### src/mmic_pkg.sv
// ----------------------------------------------------------------------------
// mmic_pkg
// Shared types and constants for the matrix multiply and identity check
// block: field widths, controller states and the control/status bundles.
// ----------------------------------------------------------------------------
`default_nettype none

package mmic_pkg;

  // Field widths
  localparam int ELEM_W = 16;   // input matrix element
  localparam int PROD_W = 32;   // one element product
  localparam int ACC_W  = 35;   // product entry accumulator

  // Controller states
  typedef enum logic [2:0] {
    ST_LOAD,
    ST_READ,
    ST_MUL,
    ST_ACC,
    ST_OUT
  } state_t;

  // Controller to datapath commands
  typedef struct packed {
    logic load_wr;   // store the element of an accepted transaction
    logic clr_acc;   // clear the accumulator before the product phase
    logic mul_en;    // register the product of the two read elements
    logic acc_en;    // add the product, step the inner index
    logic out_adv;   // result taken: step to the next product entry
  } cmd_t;

  // Datapath to controller status
  typedef struct packed {
    logic load_last; // element being loaded is the last one of B
    logic k_last;    // inner index is at its final term
    logic cell_last; // current entry is the final entry of the product
  } status_t;

endpackage

`default_nettype wire

### src/mmic_ram.sv
// ----------------------------------------------------------------------------
// mmic_ram
// Generic single write port, single read port RAM with registered read data.
// ----------------------------------------------------------------------------
`default_nettype none

module mmic_ram #(
  parameter int WIDTH = 16,
  parameter int DEPTH = 4
) (
  input  wire logic                                   clk,
  input  wire logic                                   we,
  input  wire logic [((DEPTH > 1) ? $clog2(DEPTH) : 1)-1:0] waddr,
  input  wire logic [WIDTH-1:0]                       wdata,
  input  wire logic [((DEPTH > 1) ? $clog2(DEPTH) : 1)-1:0] raddr,
  output logic      [WIDTH-1:0]                       rdata
);

  logic [WIDTH-1:0] mem [DEPTH];

  // Write port and registered read port
  always_ff @(posedge clk) begin
    if (we) begin
      mem[waddr] <= wdata;
    end
    rdata <= mem[raddr];
  end

endmodule

`default_nettype wire

### src/mmic_dp.sv
// ----------------------------------------------------------------------------
// mmic_dp
// Datapath: element stores for A and B, load and index counters, one shared
// multiply-accumulate unit and the running identity check.
// ----------------------------------------------------------------------------
`default_nettype none

module mmic_dp #(
  parameter int DIM = 2
) (
  input  wire logic                          clk,
  input  wire logic                          rst,
  input  wire mmic_pkg::cmd_t                cmd,
  input  wire logic signed [mmic_pkg::ELEM_W-1:0] element,
  output mmic_pkg::status_t                  status,
  output logic signed [mmic_pkg::ACC_W-1:0]  product_entry,
  output logic                               last_entry,
  output logic                               is_inverse
);

  import mmic_pkg::*;

  localparam int CELLS = DIM * DIM;
  localparam int CW    = (CELLS > 1) ? $clog2(CELLS) : 1;
  localparam int DW    = (DIM > 1) ? $clog2(DIM) : 1;

  logic              load_b;
  logic [CW-1:0]     load_idx;
  logic [DW-1:0]     r, c, k;
  logic [CW-1:0]     a_raddr, b_raddr;
  logic [ELEM_W-1:0] a_q, b_q;
  logic signed [PROD_W-1:0] prod;
  logic signed [ACC_W-1:0]  acc;
  logic              identity_so_far;
  logic              load_wrap, k_last, c_last, r_last, cell_last, match;

  // Status
  assign load_wrap = (load_idx == CW'(CELLS - 1));
  assign k_last    = (k == DW'(DIM - 1));
  assign c_last    = (c == DW'(DIM - 1));
  assign r_last    = (r == DW'(DIM - 1));
  assign cell_last = r_last & c_last;

  assign status.load_last = load_b & load_wrap;
  assign status.k_last    = k_last;
  assign status.cell_last = cell_last;

  // Load position: cell index plus a flag for the B half
  always_ff @(posedge clk) begin
    if (rst) begin
      load_idx <= '0;
      load_b   <= 1'b0;
    end else if (cmd.load_wr) begin
      if (load_wrap) begin
        load_idx <= '0;
        load_b   <= ~load_b;
      end else begin
        load_idx <= load_idx + CW'(1);
      end
    end
  end

  // Row-major read addresses: A[r][k] and B[k][c]
  assign a_raddr = CW'(r * DIM + k);
  assign b_raddr = CW'(k * DIM + c);

  mmic_ram #(.WIDTH(ELEM_W), .DEPTH(CELLS)) u_a_ram (
    .clk   (clk),
    .we    (cmd.load_wr & ~load_b),
    .waddr (load_idx),
    .wdata (element),
    .raddr (a_raddr),
    .rdata (a_q)
  );

  mmic_ram #(.WIDTH(ELEM_W), .DEPTH(CELLS)) u_b_ram (
    .clk   (clk),
    .we    (cmd.load_wr & load_b),
    .waddr (load_idx),
    .wdata (element),
    .raddr (b_raddr),
    .rdata (b_q)
  );

  // Multiply stage
  always_ff @(posedge clk) begin
    if (cmd.mul_en) begin
      prod <= $signed(a_q) * $signed(b_q);
    end
  end

  // Accumulator, doubles as the output register while a result waits
  always_ff @(posedge clk) begin
    if (cmd.clr_acc || cmd.out_adv) begin
      acc <= '0;
    end else if (cmd.acc_en) begin
      acc <= acc + ACC_W'(prod);
    end
  end

  // Inner index
  always_ff @(posedge clk) begin
    if (rst) begin
      k <= '0;
    end else if (cmd.acc_en) begin
      k <= k_last ? '0 : k + DW'(1);
    end
  end

  // Entry position, row-major
  always_ff @(posedge clk) begin
    if (rst) begin
      r <= '0;
      c <= '0;
    end else if (cmd.out_adv) begin
      if (c_last) begin
        c <= '0;
        r <= r_last ? '0 : r + DW'(1);
      end else begin
        c <= c + DW'(1);
      end
    end
  end

  // Identity check across all entries
  assign match = (acc == ((r == c) ? ACC_W'(1) : '0));

  always_ff @(posedge clk) begin
    if (rst) begin
      identity_so_far <= 1'b1;
    end else if (cmd.out_adv) begin
      identity_so_far <= cell_last ? 1'b1 : (identity_so_far & match);
    end
  end

  assign product_entry = acc;
  assign last_entry    = cell_last;
  assign is_inverse    = cell_last & identity_so_far & match;

endmodule

`default_nettype wire

### src/mmic_ctrl.sv
// ----------------------------------------------------------------------------
// mmic_ctrl
// Controller: sequences loading, the read/multiply/accumulate steps of each
// product entry and the hand-off of each result transaction.
// ----------------------------------------------------------------------------
`default_nettype none

module mmic_ctrl (
  input  wire logic              clk,
  input  wire logic              rst,
  input  wire logic              in_valid,
  input  wire logic              out_stall,
  input  wire mmic_pkg::status_t status,
  output mmic_pkg::cmd_t         cmd,
  output logic                   in_stall,
  output logic                   out_valid
);

  import mmic_pkg::*;

  state_t state, state_next;

  // State register
  always_ff @(posedge clk) begin
    if (rst) begin
      state <= ST_LOAD;
    end else begin
      state <= state_next;
    end
  end

  // Next state
  always_comb begin
    state_next = state;
    unique case (state)
      ST_LOAD: begin
        if (in_valid && status.load_last) state_next = ST_READ;
      end
      ST_READ: state_next = ST_MUL;
      ST_MUL:  state_next = ST_ACC;
      ST_ACC: begin
        state_next = status.k_last ? ST_OUT : ST_READ;
      end
      ST_OUT: begin
        if (!out_stall) state_next = status.cell_last ? ST_LOAD : ST_READ;
      end
      default: state_next = ST_LOAD;
    endcase
  end

  // Outputs
  always_comb begin
    cmd       = '0;
    in_stall  = 1'b1;
    out_valid = 1'b0;
    unique case (state)
      ST_LOAD: begin
        in_stall    = 1'b0;
        cmd.load_wr = in_valid;
        cmd.clr_acc = in_valid & status.load_last;
      end
      ST_READ: ;
      ST_MUL:  cmd.mul_en = 1'b1;
      ST_ACC:  cmd.acc_en = 1'b1;
      ST_OUT: begin
        out_valid   = 1'b1;
        cmd.out_adv = ~out_stall;
      end
      default: ;
    endcase
  end

endmodule

`default_nettype wire

### src/matrix_multiply_identity_check.sv
// ----------------------------------------------------------------------------
// matrix_multiply_identity_check
// Loads two DIM x DIM signed matrices and streams out their exact product,
// flagging on the last entry whether the product is the identity.
// ----------------------------------------------------------------------------
// Elements arrive one per transaction, row-major, all of A and then all of B;
// loading takes one element per cycle while in_valid is high. Once the last
// element of B is in, input stalls while the product is formed by a single
// shared multiply-accumulate unit behind registered RAM reads: each term
// passes through a read, a multiply and an accumulate step, and each entry
// then waits in a hand-off step while the output is stalled. Entries leave
// row-major; last_entry marks the final one, and is_inverse on it is 1 when
// A*B equals the identity. The block then takes the next pair.
`default_nettype none

module matrix_multiply_identity_check #(
  parameter int DIM = 2
) (
  input  wire logic                                clk,
  input  wire logic                                rst,
  input  wire logic                                in_valid,
  output logic                                     in_stall,
  input  wire logic signed [mmic_pkg::ELEM_W-1:0]  element,
  output logic                                     out_valid,
  input  wire logic                                out_stall,
  output logic signed [mmic_pkg::ACC_W-1:0]        product_entry,
  output logic                                     last_entry,
  output logic                                     is_inverse
);

  import mmic_pkg::*;

  cmd_t    cmd;
  status_t status;

  mmic_ctrl u_ctrl (
    .clk       (clk),
    .rst       (rst),
    .in_valid  (in_valid),
    .out_stall (out_stall),
    .status    (status),
    .cmd       (cmd),
    .in_stall  (in_stall),
    .out_valid (out_valid)
  );

  mmic_dp #(.DIM(DIM)) u_dp (
    .clk           (clk),
    .rst           (rst),
    .cmd           (cmd),
    .element       (element),
    .status        (status),
    .product_entry (product_entry),
    .last_entry    (last_entry),
    .is_inverse    (is_inverse)
  );

  // Loading and result hand-off never overlap
  a_no_overlap: assert property (@(posedge clk) disable iff (rst)
    !(out_valid && !in_stall))
    else $error("result offered while loading");

  // The identity flag only rides on the final entry
  a_flag_on_last: assert property (@(posedge clk) disable iff (rst)
    (out_valid && is_inverse) |-> last_entry)
    else $error("is_inverse set on a non-final entry");

  // After the final entry is taken, loading resumes
  a_back_to_load: assert property (@(posedge clk) disable iff (rst)
    (out_valid && !out_stall && last_entry) |=> !in_stall)
    else $error("not ready for the next matrix pair");

  // Accepting the last element of B starts the product phase
  a_start_product: assert property (@(posedge clk) disable iff (rst)
    (in_valid && !in_stall && u_dp.status.load_last) |=> in_stall)
    else $error("input not stalled during product phase");

endmodule

`default_nettype wire

### config.mk
export PLATFORM = sky130hd
export DESIGN_NAME = matrix_multiply_identity_check
export DESIGN_NICKNAME = d
export VERILOG_FILES = /design/src/mmic_pkg.sv /design/src/mmic_ram.sv /design/src/mmic_dp.sv /design/src/mmic_ctrl.sv /design/src/matrix_multiply_identity_check.sv
export SDC_FILE = /design/constraint.sdc
export NUM_CORES = 1
export LEC_CHECK = 0
export ABC_AREA = 1
export CAP_MARGIN = 20
export CELL_PAD_IN_SITES_DETAIL_PLACEMENT = 0
export CELL_PAD_IN_SITES_GLOBAL_PLACEMENT = 2
export CORE_UTILIZATION = 35
export DETAILED_ROUTE_END_ITERATION = 12
export DONT_BUFFER_PORTS = 1
export GPL_TIMING_DRIVEN = 0
export PLACE_DENSITY_LB_ADDON = 0.1
export SETUP_SLACK_MARGIN = 0.15
export SLEW_MARGIN = 20
export SYNTH_ARGS = -nofsm -noshare
export SYNTH_HDL_FRONTEND = slang
export SYNTH_SLANG_ARGS = --single-unit
### constraint.sdc
create_clock -name clk -period 10.8 [get_ports clk]
set_input_delay 1.62 -clock clk [delete_from_list [all_inputs] [get_ports clk]]
set_output_delay 1.62 -clock clk [all_outputs]
set_load 0.1 [all_outputs]
Yosys cells after proc, flatten, opt, wreduce, memory -nomap -nowiden
Memory sizes are Yosys's and may differ from the RTL's. A register that Yosys moved wholly into a read port is not among the register bits.
Index checks and enable logic that the tools add are counted.
{"block": "word_totals", "ff_bits": 77, "latch_bits": 0, "ram_bits": 128, "mem_bits_ro": 0, "output_inout_bits": 39, "mem_count": 2}
{"memory": "u_dp.u_a_ram.mem", "depth": 4, "word_bits": 16, "rd": 1, "rd_clocked_by_memory_dff": 1, "write_ports": 1, "line_no": "mmic_ram.sv:19", "rtl": "logic [WIDTH-1:0] mem [DEPTH];"}
{"memory": "u_dp.u_b_ram.mem", "depth": 4, "word_bits": 16, "rd": 1, "rd_clocked_by_memory_dff": 1, "write_ports": 1, "line_no": "mmic_ram.sv:19"}
{"block": "op_classes", "n_addsub": 7, "mul": 1, "n_div": 0, "n_lt_le_gt_ge": 0, "eq_ne": 9, "shifts": 0, "muxes": 21, "n_bitwise": 10, "reduce_logical": 6}
{"op": "$add 35x32->35", "n": 1}
{"op": "$eq 35x35->1", "n": 1}
{"op": "$mul 16x16->32", "n": 1}
{"op": "$mux 1", "n": 15}
{"op": "$pmux 3 s5", "n": 1}
{"op": "$mux 3", "n": 3}
{"op": "$and 1x1->1", "n": 8}
{"op": "$eq 3x2->1 const B", "n": 2}
{"op": "$reduce_and 2->1", "n": 3}
{"op": "$add 2x1->2", "n": 2}
{"op": "$mux 2", "n": 2}
{"op": "$add 1x1->1 const B", "n": 3}
{"op": "$eq 3x1->1 const B", "n": 1}
{"op": "$eq 3x3->1 const B", "n": 1}
{"op": "$logic_not 3->1", "n": 1}
{"op": "$add 2x1->2 const B", "n": 1}
{"op": "$eq 2x2->1 const B", "n": 1}
{"op": "$ne 2x1->1 const B", "n": 1}
{"op": "$ne 2x2->1 const B", "n": 1}
{"op": "$not 1->1", "n": 2}
{"op": "$eq 1x1->1", "n": 1}
{"op": "$logic_and 1x1->1", "n": 1}
{"op": "$logic_or 1x1->1", "n": 1}

Depth between registers and ports, before layout
Gate-level depths: netlist (run 1).
{"block": "logic_depth", "ltp_word": 7, "mapped_depth": 26, "mapped_depth_nobuf": 24}

Modules after synthesis
From an unflattened synthesis (run 1), not the netlist that was laid out.
{"block": "unflattened", "cells_unflattened": 2652, "area_unflattened_um2": 21874.7}
{"mod": "mmic_dp", "n_inst": 1, "cells_per_inst": 2069, "area_per_inst_um2": 15512.4}
{"mod": "mmic_ram", "n_inst": 2, "cells_per_inst": 275, "area_per_inst_um2": 3079.2}
{"mod": "mmic_ctrl", "n_inst": 1, "cells_per_inst": 33, "area_per_inst_um2": 203.9}

Worst setup path after synthesis (run 1)
Ideal clock, no wire load.
{"block": "synth_path", "kind": "reg-to-reg", "start": "reg u_dp.u_b_ram.rdata[6], read port of u_dp.u_b_ram.mem", "end": "reg u_dp.prod[30] (data pin)", "t_arrival_ns": 5.331, "required_ns": 10.548, "path_slack_ns": 5.217, "stages_incl_launch_ff": 24, "n_path_buf": 2, "period_less_slack_ns": 5.583, "cell_sequence": "dfxtp_1 > clkbuf_1 > clkbuf_1 > nand2_1 > fa_1 > inv_1 > fa_1 > inv_1 > fa_1 > inv_1 > fa_1 > inv_1 > fa_1 > inv_1 > fa_1 > ha_1 > nand2_1 > inv_1 > a221oi_1 > nand2_1 > a21oi_1 > nand2_1 > nand2_1 > nand2_1"}
{"block": "synth_between", "elab_chain_len": 1}
{"item": "start, declared", "line_no": "mmic_ram.sv:16", "rtl": "output logic [WIDTH-1:0] rdata"}
{"item": "$mul 16x16->32", "line_no": "mmic_dp.sv:88", "rtl": "prod <= $signed(a_q) * $signed(b_q);"}
{"item": "end signal, assigned", "line_no": "mmic_dp.sv:88"}
{"item": "end, declared", "line_no": "mmic_dp.sv:32", "rtl": "logic signed [PROD_W-1:0] prod;"}
Every way passes these cells.
A chain may end at the register's enable or synchronous reset.

Worst setup path after layout (run 1)
{"block": "layout_path", "start": "reg u_dp.u_b_ram.rdata[8], read port of u_dp.u_b_ram.mem", "end": "reg u_dp.prod[30] (data pin)"}
The elaborated chain is that of the path after synthesis.

==> results.json, run 1 <==
{
  "postCtsSetupBuffers": 0,
  "cts_root_buf": "clkbuf_16",
  "antenna_found_initial": 0,
  "grt_use_total_pct": 21.73,
  "cts_made_buffers": 28,
  "dieWidth_microns": 246.4,
  "seq_area_frac_synth_pct": 30.34,
  "period_minus_slack_ns": 7.079,
  "slowest_stage": "clkbuf_1",
  "port_buffers": 0,
  "avgSynthCellArea_sq_um": 8.589,
  "die_h_microns": 246.4,
  "yosysUniqueCellTypes": 44,
  "synth_top_cell_by_area": "fa_1",
  "finalNetCount": 2877,
  "setup_viol": 0,
  "tightestPinTransition_ns": 1.138,
  "vias": 15520,
  "cts_tree": "done",
  "gp_congestion": 0.9026,
  "hold_viol": 0,
  "relSlewSlack_pct": 24.04,
  "start_util_pct": 35.44,
  "grt_max_degree": 28,
  "area_growth_pct": 9.716,
  "wire_per_inst_microns": 19.58,
  "cts_max_level": 1,
  "drc_errors": 0,
  "clkSinkCount": 237,
  "path_cells": "clkbuf_1 > clkbuf_1 > nand2_1 > fa_1 > inv_1 > fa_1 > inv_1 > fa_1 > inv_1 > fa_1 > inv_1 > fa_1 > inv_1 > fa_1 > ha_1 > nand2_1 > inv_1 > a221oi_1 > nand2_1 > a21oi_1 > nand2_1 > nand2_1 > nand2_1",
  "synth_top_area_share_pct": 25.17,
  "setup_tns_ns": 0,
  "worstHoldPathType": "register to register",
  "synthFlopType": "edfxtp_1",
  "syn_area_sq_mm": 0.02091,
  "setup.worst_path.class": "register to register",
  "core_area_sq_mm": 0.05902,
  "rows": 89,
  "timing.max_cap.violations": 0,
  "cts_hold_buf": 0,
  "crit_buf_inv": 8,
  "synth_edf_count": 160,
  "ant_nets": 0,
  "num_antenna_cells": 0,
  "dr.first_iter.drc_count": 710,
  "layout.cells.most_common": "inv_1",
  "async_flop_share_pct": 0,
  "clk-insertion-delay-late_ns": 0.58,
  "path_clk_slew_ns": 0.06,
  "dp_hpwl_mm": 52.72,
  "status": "completed",
  "drtPass1Iterations": 5,
  "crit_family": "adder cells",
  "worstPathMaxFanout": 10,
  "whs_ns": 0.4855,
  "slowest_delay_ns": 0.67,
  "stdcell_area_sq_mm": 0.02295,
  "grt_pass1_vias": 16650,
  "grt_pass1_wl_mm": 98.38,
  "yosys_warnings": 0,
  "final_cell_mix": "inv_1 (586), nand2_1 (488), fa_1 (263)",
  "post-route-period-util_pct": 65.55,
  "maxSlewViolCount": 0,
  "synth-seq-cells": 237,
  "drt-vias-per-instance": 4.750,
  "grt.overflow.total": 0,
  "synth_area_leaders": "fa_1 (25%), edfxtp_1 (23%), inv_1 (11%)",
  "rsz0062_at_grt": "false",
  "syn_inst": 2435,
  "ios": 59,
  "max_freq_mhz": 141.3,
  "die_area_sq_mm": 0.06074,
  "drive_above_1_share_pct": 3.687,
  "post_cts_resized": 0,
  "placed_area_sq_mm": 0.02202,
  "fin_worst_skew_ns": 0.02714,
  "endpoint_kind": "register",
  "cts_buffer_depth": 3,
  "critPathLaunchType": "register",
  "wl_mm": 63.99,
  "arrival_ns": 7.39,
  "syn_nets": 2839,
  "required_ns": 11.11
}
state kept, by name, summed over array words and instances, names as in the netlist, 2 cells and up:
register,flops
u_dp.u_b_ram.rdata,16
u_dp.u_a_ram.mem,64
u_dp.product_entry,35
u_dp.u_b_ram.mem,64
u_dp.u_a_ram.rdata,16
u_dp.prod,32
u_ctrl.state,3
u_dp.load_idx,2
stage by stage:
| step | setup slack [ns] | utilization [%] | cells |
|---|---|---|---|
| final | 3.721 | 38.88 | 3268 |
| after global routing | 3.374 | 38.88 | 3268 |
| after CTS | 3.655 | 38.88 | 3268 |
| after detailed placement | 3.707 | 37.32 | 3216 |
| after global placement | 3.713 | 37.07 | 3208 |
| after floorplan | 5.217 | - | 2435 |
worst min-delay path: stages, from the launching register on:
cell     delay (ns)
dfxtp_1        0.33
o22ai_1        0.08
nand2_1        0.05
kinds of logic after synthesis:
kind of cell | synth area share (%)
flip-flops | 30.34
XOR/XNOR | 2.220
buffers and inverters | 12.14
AND/OR/NAND/NOR | 15.82
AO/OA/AOI/OAI | 7.059
adder cells (fa/ha/maj) | 32.41
synthesized netlist by cell type, types with 7 or more instances:
| cell type | instances |
|---|---|
| inv_1 | 586 |
| nand2_1 | 488 |
| fa_1 | 263 |
| nor2_1 | 216 |
| edfxtp_1 | 160 |
| ha_1 | 121 |
| o21ai_0 | 116 |
| a21oi_1 | 82 |
| clkbuf_1 | 78 |
| dfxtp_1 | 77 |
| nand3_1 | 56 |
| xor2_1 | 38 |
| o22ai_1 | 33 |
| nand4_1 | 17 |
| xnor2_1 | 15 |
| nor3_1 | 12 |
| o21bai_1 | 9 |
| a21o_1 | 7 |
| nor2_2 | 7 |
| or2_2 | 7 |
final timing paths:
path / to / startpoint / cells after the start / slack, ns
max: u_dp.prod[30] / u_dp.u_b_ram.rdata[8] / 23 / 3.72
min: u_dp.identity_so_far / u_dp.identity_so_far / 2 / 0.49
max reg2reg: u_dp.prod[30] / u_dp.u_b_ram.rdata[8] / 23 / 3.72
min reg2reg: u_dp.identity_so_far / u_dp.identity_so_far / 2 / 0.49
layer usage:
| layer | share of wire (%) | global-route usage, % | wire length, microns | up-vias |
|---|---|---|---|---|
| met3 | 3.2 | 2.320 | 2055 | 103 |
| li1 | - | - | - | 7506 |
| met2 | 49 | 38.21 | 31450 | 295 |
| met5 | 0 | 0 | 0 | - |
| met4 | 4.0 | 8.115 | 2581 | 0 |
| met1 | 44 | 27.33 | 27900 | 7620 |
area by class of cell:
| class | count | area [sq um] |
|---|---|---|
| Multi-Input combinational cell | 1526 | 12070 |
| Tap cell | 773 | 967.2 |
| Inverter | 588 | 2207 |
| Sequential cell | 237 | 6346 |
| Clock buffer | 39 | 792.0 |
| Buffer | 84 | 332.8 |
| Fill cell | 6140 | 36070 |
| Clock inverter | 13 | 130.1 |
| Timing Repair Buffer | 8 | 102.6 |
Power of run 1 is not shown: default switching activity piles up to over one toggle a cycle in this logic, so the estimate is an artifact.
==> run 2, diff against run 1 <==
--- a/config.mk
+++ b/config.mk
@@ -5,7 +5,7 @@
 export SDC_FILE = /design/constraint.sdc
 export NUM_CORES = 1
 export LEC_CHECK = 0
-export ABC_AREA = 1
+export ABC_AREA = 0
 export CAP_MARGIN = 20
 export CELL_PAD_IN_SITES_DETAIL_PLACEMENT = 0
 export CELL_PAD_IN_SITES_GLOBAL_PLACEMENT = 2
==> constraint.sdc (replaced) <==
create_clock -name clk -period 7.2 [get_ports clk]
set_input_delay 1.08 -clock clk [delete_from_list [all_inputs] [get_ports clk]]
set_output_delay 1.08 -clock clk [all_outputs]
set_load 0.1 [all_outputs]
==> results.json, run 2 <==
{
  "dr.first_iter.drc_count": 729,
  "grt_use_total_pct": 19.24,
  "max_freq_mhz": 148.7,
  "antenna_found_initial": 0,
  "status": "completed",
  "grt_pass1_vias": 13550,
  "final.setup.worst_slack_ns": 0.4733,
  "syn_inst": 1785,
  "start_util_pct": 35.48,
  "fin_util_pct": 39.28,
  "r2r_slack_ns": 0.47,
  "period_minus_slack_ns": 6.727,
  "critPathLaunchType": "register",
  "dieWidth_microns": 238.3,
  "slowest_delay_ns": 0.56,
  "synth_edf_count": 160,
  "drtPass1Iterations": 5,
  "arrival_ns": 7.03,
  "seqCellArea_sq_mm": 0.006356,
  "clkSinkCount": 237,
  "multi_input_area_sq_mm": 0.01183,
  "drive_above_1_share_pct": 8.573,
  "cts_root_buf": "clkbuf_16",
  "worstHoldPathType": "register to register",
  "fillers": 5441,
  "critPathCapture": "u_dp.prod[31]",
  "avgSynthCellArea_sq_um": 10.95,
  "synth_top_cell_by_area": "fa_1",
  "async_flop_share_pct": 0,
  "syn_area_sq_mm": 0.01955,
  "required_ns": 7.50,
  "dp_hpwl_mm": 41.36,
  "synthFlopType": "edfxtp_1",
  "cts_hold_buf": 0,
  "rsz0062_at_grt": "false",
  "path_cells": "clkbuf_4 > nand2_1 > inv_1 > fa_1 > inv_1 > fa_1 > fa_1 > inv_1 > fa_1 > fa_1 > inv_1 > fa_1 > inv_1 > ha_1 > nand4_1 > a211oi_2 > o21a_1 > a211oi_4 > o21ai_1 > nand2_1 > a311oi_1 > xnor2_1",
  "area_growth_pct": 10.70,
  "ios": 59,
  "hold_viol": 0,
  "post-route-period-util_pct": 93.43,
  "core_area_sq_mm": 0.05509,
  "port_buffers": 0,
  "wire_per_inst_microns": 20.13,
  "yosys_warnings": 0,
  "rr_endpoint": "u_dp.prod[31]",
  "maxSlewViolCount": 0,
  "finalNetCount": 2224,
  "timing.max_cap.violations": 0,
  "synth-seq-cells": 237,
  "drc_errors": 0,
  "synth_area_leaders": "fa_1 (27%), edfxtp_1 (25%), dfxtp_1 (7.9%)",
  "slowest_stage": "fa_1",
  "cts_buffer_depth": 3,
  "placed_area_sq_mm": 0.02053,
  "path_common_cell": "fa_1",
  "setup.worst_path.class": "register to register",
  "die_area_sq_mm": 0.05680,
  "layout.cells.most_common": "inv_1",
  "synthTopCellsByCount": "inv_1 (322), fa_1 (263), nand2_1 (206), edfxtp_1 (160), and2_1 (130)",
  "synth_top_area_share_pct": 26.93,
  "setup_tns_ns": 0,
  "die_h_microns": 238.3,
  "vias": 12290,
  "endpoint_kind": "register",
  "place_ws_ns": -0.2850,
  "cts_tree": "done",
  "grt_max_degree": 18,
  "crit_start": "u_dp.u_a_ram.rdata[15]",
  "rows": 86,
  "r2r_start": "u_dp.u_a_ram.rdata[15]",
  "gp_congestion": 0.8210,
  "final_cell_mix": "inv_1 (322), fa_1 (263), nand2_1 (206)",
  "cts_made_buffers": 29,
  "drt-vias-per-instance": 4.743,
  "yosys.cell_count.top_type": "inv_1",
  "stdcell_area_sq_mm": 0.02164,
  "setup_viol": 0,
  "grt_pass1_wl_mm": 81.92,
  "path_clk_slew_ns": 0.06,
  "clk-insertion-delay-late_ns": 0.58,
  "tightestPinTransition_ns": 1.152,
  "ant_nets": 0,
  "wl_mm": 52.17,
  "grt.overflow.total": 0,
  "cts_max_level": 1,
  "relSlewSlack_pct": 23.10,
  "worstPathMaxFanout": 10,
  "reg2reg_depth": 22,
  "seq_area_frac_synth_pct": 32.46,
  "yosysUniqueCellTypes": 64,
  "num_antenna_cells": 0,
  "fin_worst_skew_ns": 0.02091,
  "syn_nets": 2189
}
## run 2: changes by cell type after synthesis, sizes merged, moves of 18 or more
cell    change
a21o       +22
and2      +129
clkbuf     -33
inv       -266
mux4       +32
nand2     -288
nand2b     +18
nand3      -47
nor2      -171
o21ai      -85
o22ai      -28
xnor2      +31
## run 2: critical path: cells and delay by family, from the launching register on
kind	cells	cell delay, ns
XOR/XNOR	1	0.18
buffers and inverters	6	0.72
AND/OR/NAND/NOR	3	0.42
AO/OA/AOI/OAI	5	1.31
flip-flops	1	0.53
adder cells (fa/ha/maj)	7	3.30
## run 2: cell families after synthesis
family / share of synthesized area [%]
multiplexers: 3.815
buffers and inverters: 7.316
AO/OA/AOI/OAI: 6.676
AND/OR/NAND/NOR: 12.01
XOR/XNOR: 3.047
flip-flops: 32.46
adder cells (fa/ha/maj): 34.68
## run 2: final cells by class
class | instances | area share [%]
sequential | 237 | 29.37
tap | 748 | 4.325
clock buffer | 36 | 3.660
clock inverter | 18 | 0.9829
buffer | 57 | 1.255
timing repair buffer | 4 | 0.1735
inverter | 322 | 5.585
multi-input combinational | 1169 | 54.65
## run 2: worst min-delay path by stage
stage	startpoint	endpoint	slack [ns]	cells after the start
2_1_floorplan	u_dp.load_idx[1]	u_dp.load_idx[1]	0.47	2
3_3_place_gp	u_dp.load_idx[1]	u_dp.load_idx[1]	0.49	2
3_5_place_dp	u_dp.load_idx[1]	u_dp.load_idx[1]	0.50	2
4_1_cts	u_dp.load_idx[1]	u_dp.load_idx[1]	0.51	2
5_1_grt	u_dp.load_idx[1]	u_dp.load_idx[1]	0.55	2
6_report	u_dp.load_idx[1]	u_dp.load_idx[1]	0.51	2
## run 2: metrics by stage
stage,instances,hold slack [ns]
floorplan,1785,0.4692
global placement,2533,0.4912
detailed placement,2537,0.5009
CTS,2591,0.5093
global route,2591,0.5463
finish,2591,0.5084
## run 2: what timing repair did
item	in CTS	in global routing
setup endpoints to repair	8	5
pin swaps	0	1
resized for setup	23	37
buffers inserted	0	0
gates cloned	0	0
## run 2: layer usage
metal  wire length (microns)  share of wire [%]  vias to the layer above  global-route usage, %
met5                       0                  0                        -                      0
met4                    1085                2.1                        0                  4.099
met3                    1894                3.6                       61                  2.661
met2                   25500                 49                      195                  33.24
met1                   23690                 45                     6208                  25.62
li1                        -                  -                     5826                      -
Power of run 2 is left out for the same reason.
==> run 3, diff against run 2 <==
--- a/config.mk
+++ b/config.mk
@@ -10,11 +10,14 @@
 export CELL_PAD_IN_SITES_DETAIL_PLACEMENT = 0
 export CELL_PAD_IN_SITES_GLOBAL_PLACEMENT = 2
 export CORE_UTILIZATION = 35
+export CTS_BUF_LIST = sky130_fd_sc_hd__clkbuf_16
 export DETAILED_ROUTE_END_ITERATION = 12
 export DONT_BUFFER_PORTS = 1
 export GPL_TIMING_DRIVEN = 0
 export PLACE_DENSITY_LB_ADDON = 0.1
+export RECOVER_POWER = 25
 export SETUP_SLACK_MARGIN = 0.15
+export SKIP_CTS_REPAIR_TIMING = 1
 export SLEW_MARGIN = 20
 export SYNTH_ARGS = -nofsm -noshare
 export SYNTH_HDL_FRONTEND = slang
==> results.json, run 3 (same netlist as run 2, synthesis figures left out) <==
{
  "rsz0062_at_grt": "false",
  "crit_start": "u_dp.u_a_ram.rdata[15]",
  "grt_use_total_pct": 19.24,
  "wire_per_inst_microns": 20.06,
  "die_h_microns": 238.3,
  "area_growth_pct": 10.49,
  "drt-vias-per-instance": 4.749,
  "final.setup.worst_slack_ns": 0.4893,
  "drc_errors": 0,
  "dieWidth_microns": 238.3,
  "place_ws_ns": -0.2850,
  "worstHoldPathType": "register to register",
  "tightestPinTransition_ns": 1.156,
  "required_ns": 7.50,
  "fillers": 5445,
  "endpoint_kind": "register",
  "hold_start": "u_dp.load_idx[1]",
  "post-route-period-util_pct": 93.20,
  "grt.overflow.total": 0,
  "final_cell_mix": "inv_1 (325), fa_1 (263), nand2_1 (206)",
  "grt_max_degree": 18,
  "setup_tns_ns": 0,
  "layout.cells.most_common": "inv_1",
  "timing.max_cap.violations": 0,
  "status": "completed",
  "cts_buffer_depth": 3,
  "clkSinkCount": 237,
  "ios": 59,
  "placed_area_sq_mm": 0.02053,
  "max_freq_mhz": 149.0,
  "stdcell_area_sq_mm": 0.02160,
  "gp_congestion": 0.8210,
  "ant_nets": 0,
  "grt_pass1_vias": 13560,
  "clk-insertion-delay-late_ns": 0.58,
  "setup.worst_path.class": "register to register",
  "port_buffers": 0,
  "core_area_sq_mm": 0.05509,
  "relSlewSlack_pct": 22.84,
  "period_minus_slack_ns": 6.711,
  "rows": 86,
  "die_area_sq_mm": 0.05680,
  "whs_ns": 0.5074,
  "cts_made_buffers": 29,
  "fin_worst_skew_ns": 0.02420,
  "vias": 12300,
  "critPathLaunchType": "register",
  "finalNetCount": 2224,
  "cts_root_buf": "clkbuf_16",
  "grt_pass1_wl_mm": 81.88,
  "dr.first_iter.drc_count": 623,
  "dp_hpwl_mm": 41.36,
  "arrival_ns": 7.01,
  "maxSlewViolCount": 0,
  "worstPathMaxFanout": 10,
  "cts_max_level": 1,
  "drtPass1Iterations": 5,
  "r2r_start": "u_dp.u_a_ram.rdata[15]",
  "seqCellArea_sq_mm": 0.006356,
  "multi_input_area_sq_mm": 0.01183,
  "start_util_pct": 35.48,
  "num_antenna_cells": 0,
  "min_path_cells": 2,
  "antenna_found_initial": 0,
  "cts_tree": "done",
  "reg2reg_depth": 22,
  "setup_viol": 0,
  "hold_viol": 0,
  "drive_above_1_share_pct": 8.356,
  "path_clk_slew_ns": 0.06,
  "wl_mm": 51.97
}
==> run 3: routing by layer <==
layer / up-vias / part of all wire (%) / GRT usage (%)
met5: - / 0 / 0
met4: 0 / 2.0 / 4.040
met3: 60 / 3.9 / 2.684
met2: 209 / 49 / 33.27
met1: 6198 / 45 / 25.60
li1: 5837 / - / -
==> run 3: path summary, 6_finish.rpt <==
| check | endpoint | slack [ns] |
|---|---|---|
| max reg2reg | u_dp.prod[31] | 0.49 |
| max | u_dp.prod[31] | 0.49 |
| min reg2reg | u_dp.load_idx[1] | 0.51 |
| min | u_dp.load_idx[1] | 0.51 |
==> run 3: cell type report <==
class	instances	share of cell area (%)
plain buffers	57	1.257
clock inverters	25	1.106
clock buffers	29	3.360
well taps	748	4.333
inverters	322	5.596
repair buffers	4	0.1738
multi-input cells	1169	54.75
flip-flops and latches	237	29.43
==> run 3: through the flow <==
| stage | utilization, % | instances |
|---|---|---|
| floorplan | - | 1785 |
| global placement | 37.18 | 2533 |
| detailed placement | 37.27 | 2537 |
| CTS | 39.02 | 2591 |
| global route | 39.21 | 2591 |
| finish | 39.21 | 2591 |
==> run 3: worst max-delay path, stage by stage, from the launching register on <==
cell and delay [ns]:
dfxtp_1 0.53, clkbuf_4 0.33, nand2_1 0.13, inv_1 0.14
fa_1 0.43, inv_1 0.09, fa_1 0.45, fa_1 0.55
inv_1 0.07, fa_1 0.50, fa_1 0.49, inv_1 0.05
fa_1 0.47, inv_1 0.04, ha_1 0.39, nand4_1 0.16
a211oi_2 0.36, o21a_1 0.28, a211oi_4 0.11, o21ai_1 0.26
nand2_1 0.12, a311oi_1 0.32, xnor2_1 0.18
Power of run 3 is left out for the same reason.
